$ cat src/rtl/core/blm_pkg.sv
// ----------------------------------------------------------------------------
// blm_pkg
// Shared types, codes and widths of the Bernoulli log-likelihood block.
// ----------------------------------------------------------------------------
`default_nettype none

package blm_pkg;

    localparam int MAX_VARS   = 1024;
    localparam int COUNT_BITS = 20;

    localparam int VAR_AW   = $clog2(MAX_VARS);
    localparam int LP_AW    = VAR_AW + 1;
    localparam int IDX_W    = 10;
    localparam int NV_W     = 11;
    localparam int ALPHA_W  = 16;
    localparam int FUNC_W   = 3;
    localparam int STATUS_W = 3;
    localparam int LL_W     = 33;
    localparam int SUM_W    = 34;
    localparam int LP_W     = 23;
    localparam int CFG_W    = 16;
    localparam int NUM_W    = COUNT_BITS + 9;
    localparam int LOG_FRAC = 24;
    localparam int EXP_W    = 5;
    localparam int LOG_W    = EXP_W + LOG_FRAC;
    localparam int MANT_W   = 32;
    localparam int PROD_W   = LOG_W + 32;
    localparam int ITER_W   = $clog2(LOG_FRAC);

    localparam logic [COUNT_BITS-1:0] COUNT_CAP = '1;
    localparam logic [NV_W-1:0]       POS_MAX   = '1;
    localparam logic [NV_W-1:0]       NV_MAX    = NV_W'(MAX_VARS);
    localparam logic [31:0]           LN2_Q32   = 32'd2977044472;
    localparam logic [LP_W-1:0]       LOG_FLOOR = LP_W'(64 * 65536);

    localparam logic [0:0] REG_NUM_VARS = 1'b0;
    localparam logic [0:0] REG_ALPHA    = 1'b1;

    typedef enum logic [FUNC_W-1:0] {
        FN_BEGIN_FIT  = 3'd0,
        FN_FIT_ONE    = 3'd1,
        FN_ROW_END    = 3'd2,
        FN_FINISH_FIT = 3'd3,
        FN_EVAL_BIT   = 3'd4
    } func_t;

    typedef enum logic [STATUS_W-1:0] {
        ST_EVAL_OK    = 3'd0,
        ST_FIT_DONE   = 3'd1,
        ST_NOT_FITTED = 3'd2,
        ST_LEN_ERR    = 3'd3,
        ST_BAD_INDEX  = 3'd4
    } status_t;

    typedef enum logic [3:0] {
        S_CLEAR,
        S_IDLE,
        S_EXEC,
        S_FIT_WR,
        S_EV_ADD,
        S_FIN_DS,
        S_FIN_DW,
        S_FIN_RD,
        S_FIN_N,
        S_FIN_LS,
        S_FIN_LW,
        S_FIN_MUL,
        S_FIN_WR,
        S_FIN_END,
        S_OUT
    } state_t;

    typedef enum logic [1:0] {
        LG_IDLE,
        LG_NORM,
        LG_SQUARE
    } lg_state_t;

    typedef struct packed {
        logic    ready;
        logic    clr_wr;
        logic    sweep_rst;
        logic    sweep_inc;
        logic    cnt_wr_fit;
        logic    cnt_rd_fin;
        logic    row_inc;
        logic    model_clr;
        logic    set_ready;
        logic    ev_add;
        logic    den_latch;
        logic    log_start;
        logic    log_den;
        logic    lp_bit;
        logic    logden_latch;
        logic    n_latch;
        logic    mag_latch;
        logic    prod_latch;
        logic    lp_wr;
        logic    res_load;
        status_t res_code;
        logic    out_load;
    } cmd_t;

    typedef struct packed {
        logic  in_valid;
        func_t func;
        logic  last;
        logic  idx_bad;
        logic  sweep_last;
        logic  fin_last;
        logic  nv_zero;
        logic  log_done;
        logic  out_free;
    } sts_t;

endpackage

`default_nettype wire

$ cat src/rtl/core/blm_ctrl.sv
// ----------------------------------------------------------------------------
// blm_ctrl
// Sequencer: clear sweep, fit updates, evaluation and the fit-finish walk.
// ----------------------------------------------------------------------------
`default_nettype none

module blm_ctrl (
    input  wire logic          aclk,
    input  wire logic          aresetn,
    input  wire blm_pkg::sts_t sts,
    output blm_pkg::cmd_t      cmd
);
    import blm_pkg::*;

    state_t state_reg, state_next;
    logic   phase_reg, phase_next;

    always_ff @(posedge aclk) begin
        if (!aresetn) begin
            state_reg <= S_CLEAR;
            phase_reg <= 1'b0;
        end else begin
            state_reg <= state_next;
            phase_reg <= phase_next;
        end
    end

    always_comb begin
        state_next   = state_reg;
        phase_next   = phase_reg;
        cmd          = '0;
        cmd.res_code = ST_EVAL_OK;
        cmd.lp_bit   = phase_reg;
        case (state_reg)
            S_CLEAR: begin
                cmd.clr_wr    = 1'b1;
                cmd.sweep_inc = 1'b1;
                if (sts.sweep_last) begin
                    state_next = S_IDLE;
                end
            end
            S_IDLE: begin
                cmd.ready = 1'b1;
                if (sts.in_valid) begin
                    state_next = S_EXEC;
                end
            end
            S_EXEC: begin
                state_next = S_IDLE;
                case (sts.func)
                    FN_BEGIN_FIT: begin
                        cmd.model_clr = 1'b1;
                        cmd.sweep_rst = 1'b1;
                        state_next    = S_CLEAR;
                    end
                    FN_FIT_ONE: begin
                        if (sts.idx_bad) begin
                            cmd.res_load = 1'b1;
                            cmd.res_code = ST_BAD_INDEX;
                            state_next   = S_OUT;
                        end else begin
                            state_next = S_FIT_WR;
                        end
                    end
                    FN_ROW_END:    cmd.row_inc = 1'b1;
                    FN_FINISH_FIT: begin
                        cmd.den_latch = 1'b1;
                        cmd.sweep_rst = 1'b1;
                        state_next    = S_FIN_DS;
                    end
                    FN_EVAL_BIT:   state_next = S_EV_ADD;
                    default:       state_next = S_IDLE;
                endcase
            end
            S_FIT_WR: begin
                cmd.cnt_wr_fit = 1'b1;
                state_next     = S_IDLE;
            end
            S_EV_ADD: begin
                cmd.ev_add = 1'b1;
                state_next = sts.last ? S_OUT : S_IDLE;
            end
            S_FIN_DS: begin
                cmd.log_start = 1'b1;
                cmd.log_den   = 1'b1;
                state_next    = S_FIN_DW;
            end
            S_FIN_DW: begin
                if (sts.log_done) begin
                    cmd.logden_latch = 1'b1;
                    state_next       = sts.nv_zero ? S_FIN_END : S_FIN_RD;
                end
            end
            S_FIN_RD: begin
                cmd.cnt_rd_fin = 1'b1;
                phase_next     = 1'b1;
                state_next     = S_FIN_N;
            end
            S_FIN_N: begin
                cmd.n_latch = 1'b1;
                state_next  = S_FIN_LS;
            end
            S_FIN_LS: begin
                cmd.log_start = 1'b1;
                state_next    = S_FIN_LW;
            end
            S_FIN_LW: begin
                if (sts.log_done) begin
                    cmd.mag_latch = 1'b1;
                    state_next    = S_FIN_MUL;
                end
            end
            S_FIN_MUL: begin
                cmd.prod_latch = 1'b1;
                state_next     = S_FIN_WR;
            end
            S_FIN_WR: begin
                cmd.lp_wr = 1'b1;
                if (phase_reg) begin
                    phase_next = 1'b0;
                    state_next = S_FIN_LS;
                end else if (sts.fin_last) begin
                    state_next = S_FIN_END;
                end else begin
                    cmd.sweep_inc = 1'b1;
                    state_next    = S_FIN_RD;
                end
            end
            S_FIN_END: begin
                cmd.set_ready = 1'b1;
                cmd.res_load  = 1'b1;
                cmd.res_code  = ST_FIT_DONE;
                state_next    = S_OUT;
            end
            S_OUT: begin
                if (sts.out_free) begin
                    cmd.out_load = 1'b1;
                    state_next   = S_IDLE;
                end
            end
            default: state_next = S_IDLE;
        endcase
    end

endmodule

`default_nettype wire

$ cat config.mk
export PLATFORM = sky130hd
export DESIGN_NAME = blm_ctrl
export DESIGN_NICKNAME = d
export VERILOG_FILES = /design/src/rtl/core/blm_pkg.sv /design/src/rtl/core/blm_ctrl.sv
export SDC_FILE = /design/constraint.sdc
export NUM_CORES = 1
export LEC_CHECK = 0
export ABC_AREA = 1
export BUFFER_PORTS_ARGS = -buffer_cell sky130_fd_sc_hd__buf_2
export CAP_MARGIN = 0
export CORE_UTILIZATION = 44
export DETAILED_ROUTE_END_ITERATION = 8
export HOLD_SLACK_MARGIN = 0.02
export PLACE_DENSITY = 0.76
export SYNTH_ARGS = -nofsm -noshare
export SYNTH_HDL_FRONTEND = slang
export SYNTH_SLANG_ARGS = --single-unit
$ cat constraint.sdc
create_clock -name aclk -period 1.55 [get_ports aclk]
set_input_delay 0.3875 -clock aclk [delete_from_list [all_inputs] [get_ports aclk]]
set_output_delay 0.3875 -clock aclk [all_outputs]
set_load 0.01 [all_outputs]
Word-level counts from Yosys, hierarchy flattened

Index checks and enable logic that the tools add are counted.

Flip-flop bits (word level): 5
Input bits: 13
Output and inout bits: 24
Word-level logic and storage cells: 73

Eq/ne operators: 23
Mux-type cells: 42
Reductions and logical operators: 6

Operator list:

| kind                                                                  | count |
|---|---|
| 4-bit case mux with 14 select lines                                   | 1 |
| 4-bit two-way mux                                                     | 12 |
| 4-bit equality test, second input constant                            | 7 |
| 1-bit two-way mux                                                     | 24 |
| 4-bit by 3-bit equality test with 1-bit output, second input constant | 4 |
| 4-bit case mux with 4 select lines                                    | 1 |
| 2-bit inequality test, second input constant                          | 5 |
| 4-bit by 2-bit equality test with 1-bit output, second input constant | 2 |
| 4-bit case mux with 2 select lines                                    | 1 |
| 3-bit by 2-bit equality test with 1-bit output, second input constant | 2 |
| 5-bit AND reduction                                                   | 1 |
| 4-bit by 1-bit equality test with 1-bit output, second input constant | 1 |
| 4-bit zero test                                                       | 1 |
| 1-bit case mux with 2 select lines                                    | 2 |
| 2-bit OR reduction                                                    | 2 |
| 3-bit by 1-bit equality test with 1-bit output, second input constant | 1 |
| 3-bit equality test, second input constant                            | 1 |
| 3-bit zero test                                                       | 1 |
| 2-bit two-way mux                                                     | 1 |
| 2-bit nonzero test                                                    | 1 |

Logic depth before layout (Yosys ltp)

Gate-level depths: netlist of the first run.

Depth in word-level cells: 4
Gate-level depth with buffers: 9
Depth with buffers taken out: 9

Least setup slack after synthesis of the first run

OpenSTA, ideal clock, no wires.

Path kind: register to output
From: register state_reg[1]
To: output cmd[17] in the netlist's numbering
Arrival: 1.111 ns
Required time: 1.162 ns
Slack: 0.051 ns
Cell stages (with the launch flop): 5
Path buffers: 0
Cells stage by stage: dfxtp_1 -> inv_2 -> nor2_4 -> nand2_2 -> nor4_1

RTL lines:

| what                   | line           | text |
|---|---|---|
| start, declared        | blm_ctrl.sv:15 | `state_t state_reg, state_next;` |
| start signal, assigned | blm_ctrl.sv:23 | `state_reg <= state_next;` |
| end, declared          | blm_ctrl.sv:11 | `output blm_pkg::cmd_t cmd` |

==> summary.txt, run 1 <==
Flow run
  • Max Cap Viol: 0

Drt
  • Antenna Nets Post-Route: 0
  • DRC Markers: 0
  • First DRT Iteration DRCs: 25
  • WL/cell: 11.6 um
  • Via count: 1081
  • Routed WL: 2.37 mm
  • 1st-pass router iterations: 6
  • Vias per inst: 5.30

STA
  • Endpoints failing hold: 0
  • Max Freq: 607 MHz
  • RSZ-0062 raised after global routing: true
  • Slew Limit Fails: 0
  • Minimum clock period: 1.65 ns
  • Final critical-path setup slack: -0.0985 ns
  • Setup TNS: -0.777 ns
  • Final Cycle Share: 106%
  • Hold WS: 0.434 ns
  • Setup Viol. Count Final: 14
  • Clock skew: 0.00757 ns

Synth
  • Mean area per synthesized cell: 5.07 um^2
  • Synth cell types: 21
  • Mapped Nets: 150
  • Largest cells by area after synthesis: nand2_1 (19%), nor2_1 (16%), dfxtp_1 (14%)
  • Asr flop ratio synth: 0%
  • Synth Register Bits: 5
  • Cells after Synth: 137
  • Main flop type after synthesis: dfxtp_1
  • Area share of the largest cell type after synthesis: 19.5%
  • Commonest cells post-synth: nand2_1 (36), nor2_1 (29), inv_1 (23)
  • Number of flops mapped to enable cells by yosys: 0
  • Largest area contributor in the netlist: nand2_1
  • Count leader, synth: nand2_1
  • Seq/Total Area, Yosys: 14.4%
  • Syn Std Cell Area: 694 um^2
  • Synth Warn #: 0

Power
  • Switching power: 0.000583 W
  • Sw frac: 47.9%
  • Seq pwr share: 18.6%
  • Pint: 0.000633 W
  • PD cells: 1050 nW/um^2
  • Gate power share: 68.6%
  • Maximum vdd ir drop: 652 uV
  • Clock power frac: 12.8%
  • Power, Total: 0.00122 W
  • Leakage: 0.729 nW

Clocking
  • CTS H-Tree Depth: 1
  • Clk sink count: 5
  • CTS max path bufs: 2
  • CTS tree: built
  • CTS Buf Count: 3
  • Root Buffer: clkbuf_4
  • Worst-Skew Late Latency: 0.25 ns
  • Hold_buf cts: 0
  • CTS clk-pin slew, worst paths: 0.05 ns

Floorplan
  • Vert. Die Dim: 41.7 um
  • Core Box Area: 1380 um^2
  • Initial Utilization: 50.2%
  • Number of core rows: 13
  • Die X: 41.7 um
  • I/O pin count: 37
  • Die Area: 1740 um^2

Place
  • # placed instances: 191
  • Routability Congestion: 0.882
  • Post-detail-place hpwl: 1.75 mm
  • Port Buffers: 35

Global routing
  • Initial antenna violation count: 0
  • Congestion Overflow GR: 0
  • Largest net degree at the start of global routing: 7
  • Vias in the first global route: 992
  • First-pass GRT wire length: 3.95 mm
  • Total GRT Usage: 28.5%

Setup path
  • Setup CP Type: reg2out
  • Worst path arrival time: 1.26 ns
  • WP data required: 1.16 ns
  • Slack of the worst reg-to-reg path: 0.07 ns
  • Startpoint Class: flip-flop
  • Crit Path Max Fanout: 5
  • Crit. End Element: primary output

Final layout
  • Post-layout instance count excluding filler cells: 204
  • # diodes: 0
  • Share of cells above drive strength 1: 50.8%
  • Post-layout util: 84.1%
  • Nets@finish: 203
  • Layout area overhead: 67.4%
  • Max reg flops: 4

Outcome
  • Failing checks: negative setup slack
  • Status: finished with violations

Worst hold path
  • Hold crit path type: in2reg
-- power groups by stage --
stage	registers, W	clock network (W)	logic, W
final	0.000226	0.000156	0.000835
after global routing	0.000233	0.000168	0.000920
after CTS	0.000209	0.000160	0.000767
after detailed placement	0.000197	0	0.000635
after global placement	0.000195	0	0.000634
after floorplan	0.000192	0	0.000399
-- worst max-delay path: stages, from the launching register on --
cell     delay [ns]
dfxtp_4        0.37
nand2_2        0.10
inv_4          0.06
and3_4         0.15
or2_4          0.22
buf_6          0.12
-- final cells by class --
type	count	area, um^2
fillers	94	220
inverters	25	98.8
multi-input cells	104	582
well taps	15	18.8
repair buffers	51	322
flip-flops and latches	5	115
clock buffers	4	26.3
-- cell usage in the layout (no fill, tap or decap), drive strengths merged --
cell | synthesis | routed
a21oi | 6 | 6
and3 | 1 | 1
nor3 | 1 | 1
or2 | 1 | 1
conb | 1 | 1
inv | 24 | 24
o21a | 1 | 1
nand3b | 2 | 2
buf | 3 | 51
nor4 | 1 | 1
nand3 | 14 | 14
nor2 | 34 | 34
clkbuf | 0 | 4
dfxtp | 5 | 5
o21ai | 3 | 3
clkinv | 1 | 1
nand2 | 39 | 39
-- what timing repair did --
| action | in CTS | in global routing |
|---|---|---|
| pin swaps | 9 | 6 |
| buffers inserted | 9 | 0 |
| setup endpoints to repair | 21 | 25 |
| resized for setup | 32 | 19 |
-- per-layer routing --
layer	global-route usage [%]	routed length, um	up-vias
li1	-	-	524
met1	35.6	1070	497
met2	48.1	1100	49
met3	3.91	132	11
met4	12.3	67	0
met5	0	0	-
-- through the flow --
stage                     area (um^2)  worst slack [ns]
final                            1160           -0.0985
after global routing             1160            -0.149
after CTS                        1110           -0.0770
after detailed placement          918            0.0504
after global placement            918            0.0670
after floorplan                   694            0.0514
-- cell families (layout without fill, tap and decap cells) --
logic type / Yosys count / after routing / share of synthesized area, %
AO/OA/AOI/OAI: 10 / 10 / 8.11
flip-flops: 5 / 5 / 14.4
other: 1 / 1 / 0.540
AND/OR/NAND/NOR: 93 / 93 / 60.2
buffers and inverters: 28 / 80 / 16.8
-- path summary, 6_finish.rpt --
kind | from | endpoint | cells after the start
setup / recovery | state_reg[2] | cmd[20] | 5
hold / removal | aresetn | state_reg[3] | 3
setup reg to reg | state_reg[0] | state_reg[2] | 10
hold reg to reg | phase_reg | phase_reg | 2
No activity file was read; power rests on OpenSTA's default activity.
==> inputs of run 2 (changes only) <==
- CELL_PAD_IN_SITES_DETAIL_PLACEMENT: not set -> 1
- CELL_PAD_IN_SITES_GLOBAL_PLACEMENT: not set -> 1
- CORE_UTILIZATION: 44 -> 27
- CTS_CLUSTER_DIAMETER: not set -> 200
==> summary.txt, run 2 (same netlist as run 1, synthesis figures left out) <==
Global routing
  • Vias in the first global route: 1081 (+9.0%)
  • Largest net degree at the start of global routing: 7 (unchanged)
  • Congestion Overflow GR: 0 (unchanged)
  • First-pass GRT wire length: 4.80 mm (+21%)
  • Total GRT Usage: 24.6% (-3.9 points)
  • Initial antenna violation count: 0 (unchanged)

Place
  • Placed Area: 952 um^2 (+3.7%)
  • Post-detail-place hpwl: 2.21 mm (+27%)
  • # placed instances: 208 (+8.9%)
  • Routability Congestion: 0.792 (-10%)
  • Dpl ws: 0.0441 ns (-0.00622 ns)
  • Port Buffers: 35 (unchanged)

Setup path
  • Most used cell along the critical path: inv_1
  • Crit-path max cell delay: 0.37 ns (about the same)
  • Buf/Inv on CP: 4 (+2)
  • CP max stage cell: dfxtp_2
  • Worst r2r src: state_reg[1]
  • Worst r2r path cells: 11 (+1)
  • Crit Path Max Fanout: 3 (-2)
  • Worst path arrival time: 1.34 ns (+0.08 ns)
  • Family with the most delay on the worst path: buffers and inverters
  • Reg2Reg Capture Point: state_reg[0]
  • Crit. End Element: primary output
  • Setup CP Type: reg2out
  • Slack of the worst reg-to-reg path: 0 ns (-0.07 ns)
  • Worst path cell trace: buf_6 > nand2_1 > inv_1 > nand2_2 > inv_1 > buf_2
  • Startpoint Class: flip-flop
  • WP data required: 1.16 ns (about the same)

Final layout
  • Layout area overhead: 86.1%
  • Design Area, Final: 1290 um^2 (+11%)
  • Share of cells above drive strength 1: 54.8% (+4.0 points)
  • Most common cell after layout, fill and taps aside: buf_2
  • Fill cell count: 357 (+280%)
  • Flip-flop and latch area: 113 um^2 (-2.2%)
  • Max reg flops: 4 (unchanged)
  • Nets@finish: 213 (+4.9%)
  • Post-layout instance count excluding filler cells: 229 (+12%)
  • # diodes: 0 (unchanged)
  • Most frequent cells in the layout: buf_2 (30), nand2_1 (28), nor2_1 (22), buf_4 (22), inv_1 (15)
  • Post-layout util: 52.7% (-31 points)
  • Area of the multi-input gates: 601 um^2 (+3.2%)

Clocking
  • Clk sink count: 5 (unchanged)
  • Hold_buf cts: 0 (unchanged)
  • CTS clk-pin slew, worst paths: 0.05 ns (about the same)
  • CTS max path bufs: 2 (unchanged)
  • Root Buffer: clkbuf_4
  • CTS H-Tree Depth: 1 (unchanged)
  • CTS Buf Count: 3 (unchanged)
  • Worst-Skew Late Latency: 0.24 ns (about the same)
  • CTS tree: built

STA
  • Final critical-path setup slack: -0.175 ns (-0.0762 ns)
  • Final Cycle Share: 111% (+4.9 points)
  • Endpoints failing hold: 0 (unchanged)
  • Max Freq: 580 MHz (-4.4%)
  • Setup TNS: -1.34 ns (-0.563 ns)
  • Minimum clock period: 1.72 ns (+0.0762 ns)
  • RSZ-0062 raised after global routing: true
  • Slew Limit Fails: 0 (unchanged)
  • Clock skew: 0.00477 ns (-0.00280 ns)
  • Setup Viol. Count Final: 19 (+5)

Floorplan
  • Die X: 52.7 um (+26%)
  • Die Area: 2780 um^2 (+60%)
  • I/O pin count: 37 (unchanged)
  • Core Box Area: 2450 um^2 (+78%)
  • Vert. Die Dim: 52.7 um (+26%)
  • Number of core rows: 18 (+5)
  • Initial Utilization: 28.3% (-22 points)

Power
  • Maximum vdd ir drop: 787 uV (+21%)
  • Gate power share: 74.2% (+5.6 points)
  • PD cells: 1120 nW/um^2 (+6.6%)
  • Leakage: 0.781 nW (+7.3%)
  • Switching power: 0.000719 W (+23%)
  • Seq pwr share: 15.2% (-3.4 points)
  • Sw frac: 49.9% (+2.0 points)
  • Clock power frac: 10.5% (-2.3 points)
  • Pint: 0.000723 W (+14%)

Outcome
  • Status: finished with violations
  • Failing checks: negative setup slack

Drt
  • DRC Markers: 0 (unchanged)
  • 1st-pass router iterations: 4 (-2)
  • Routed WL: 3.62 mm (+53%)
  • Vias per inst: 4.86 (-8.2%)
  • Antenna Nets Post-Route: 0 (unchanged)
  • First DRT Iteration DRCs: 11 (-56%)
  • WL/cell: 15.8 um (+36%)
  • Via count: 1114 (+3.1%)

Worst hold path
  • Hold path cells: 3 (unchanged)
  • Hold_sp: aresetn
  • Hold crit path type: in2reg
  • Worst Hold Endpoint: state_reg[3]

Flow run
  • Max Cap Viol: 0 (unchanged)
==> run 2: changes by cell type in the layout (fill, tap and decap cells not counted), moves of 2 or more <==
cell | previous run | this run
buf_4 | 14 | 22
nor2_2 | 8 | 3
buf_6 | 5 | 9
inv_1 | 18 | 15
inv_2 | 4 | 7
nor2_1 | 19 | 22
buf_2 | 32 | 30
nor2_4 | 7 | 9
==> run 2: area by class of cell <==
| class | instances | share of cell area [%] |
|---|---|---|
| clock buffer | 4 | 2.03 |
| tap | 30 | 2.90 |
| sequential | 5 | 8.71 |
| inverter | 25 | 7.65 |
| multi-input combinational | 104 | 46.5 |
| timing repair buffer | 61 | 32.2 |
==> run 2: repair_timing <==
item	in CTS	in global routing
resized for setup	41	19
setup endpoints to repair	21	25
pin swaps	9	8
setup buffers	9	8
==> run 2: how the worst max path moves through the flow <==
| stage | cells past startpoint | startpoint | to |
|---|---|---|---|
| 6_report | 6 | state_reg[0] | cmd[18] |
| 5_1_grt | 6 | state_reg[0] | cmd[18] |
| 4_1_cts | 7 | state_reg[1] | cmd[4] |
| 3_5_place_dp | 4 | state_reg[1] | cmd[20] |
| 3_3_place_gp | 5 | state_reg[3] | cmd[12] |
| 2_1_floorplan | 4 | state_reg[1] | cmd[17] |
==> run 2: layer usage <==
layer | track usage (%) | part of all wire, % | vias up
met4 | 12.3 | 3.1 | 0
met3 | 3.19 | 2.1 | 10
met5 | 0 | 0 | -
met1 | 26.6 | 42 | 536
met2 | 45.8 | 52 | 29
li1 | - | - | 539
==> run 2: per-stage QoR <==
stage	total power, W	hold slack [ns]
floorplan	0.000592	0.468
detailed placement	0.000878	0.541
finish	0.00144	0.464
global placement	0.000854	0.523
CTS	0.00124	0.439
global route	0.00154	0.451
==> run 2: tightest hold or removal path, delay by kind of cell <==
family                 cells  cell delay [ns]
buffers and inverters      2             0.16
AO/OA/AOI/OAI              1             0.11
==> run 2: power by group through the flow <==
stage,logic [W],clock network (W),registers (W)
finish,0.00107,0.000152,0.000220
global route,0.00114,0.000181,0.000222
CTS,0.000873,0.000159,0.000211
detailed placement,0.000690,0,0.000187
global placement,0.000668,0,0.000186
floorplan,0.000399,0,0.000192
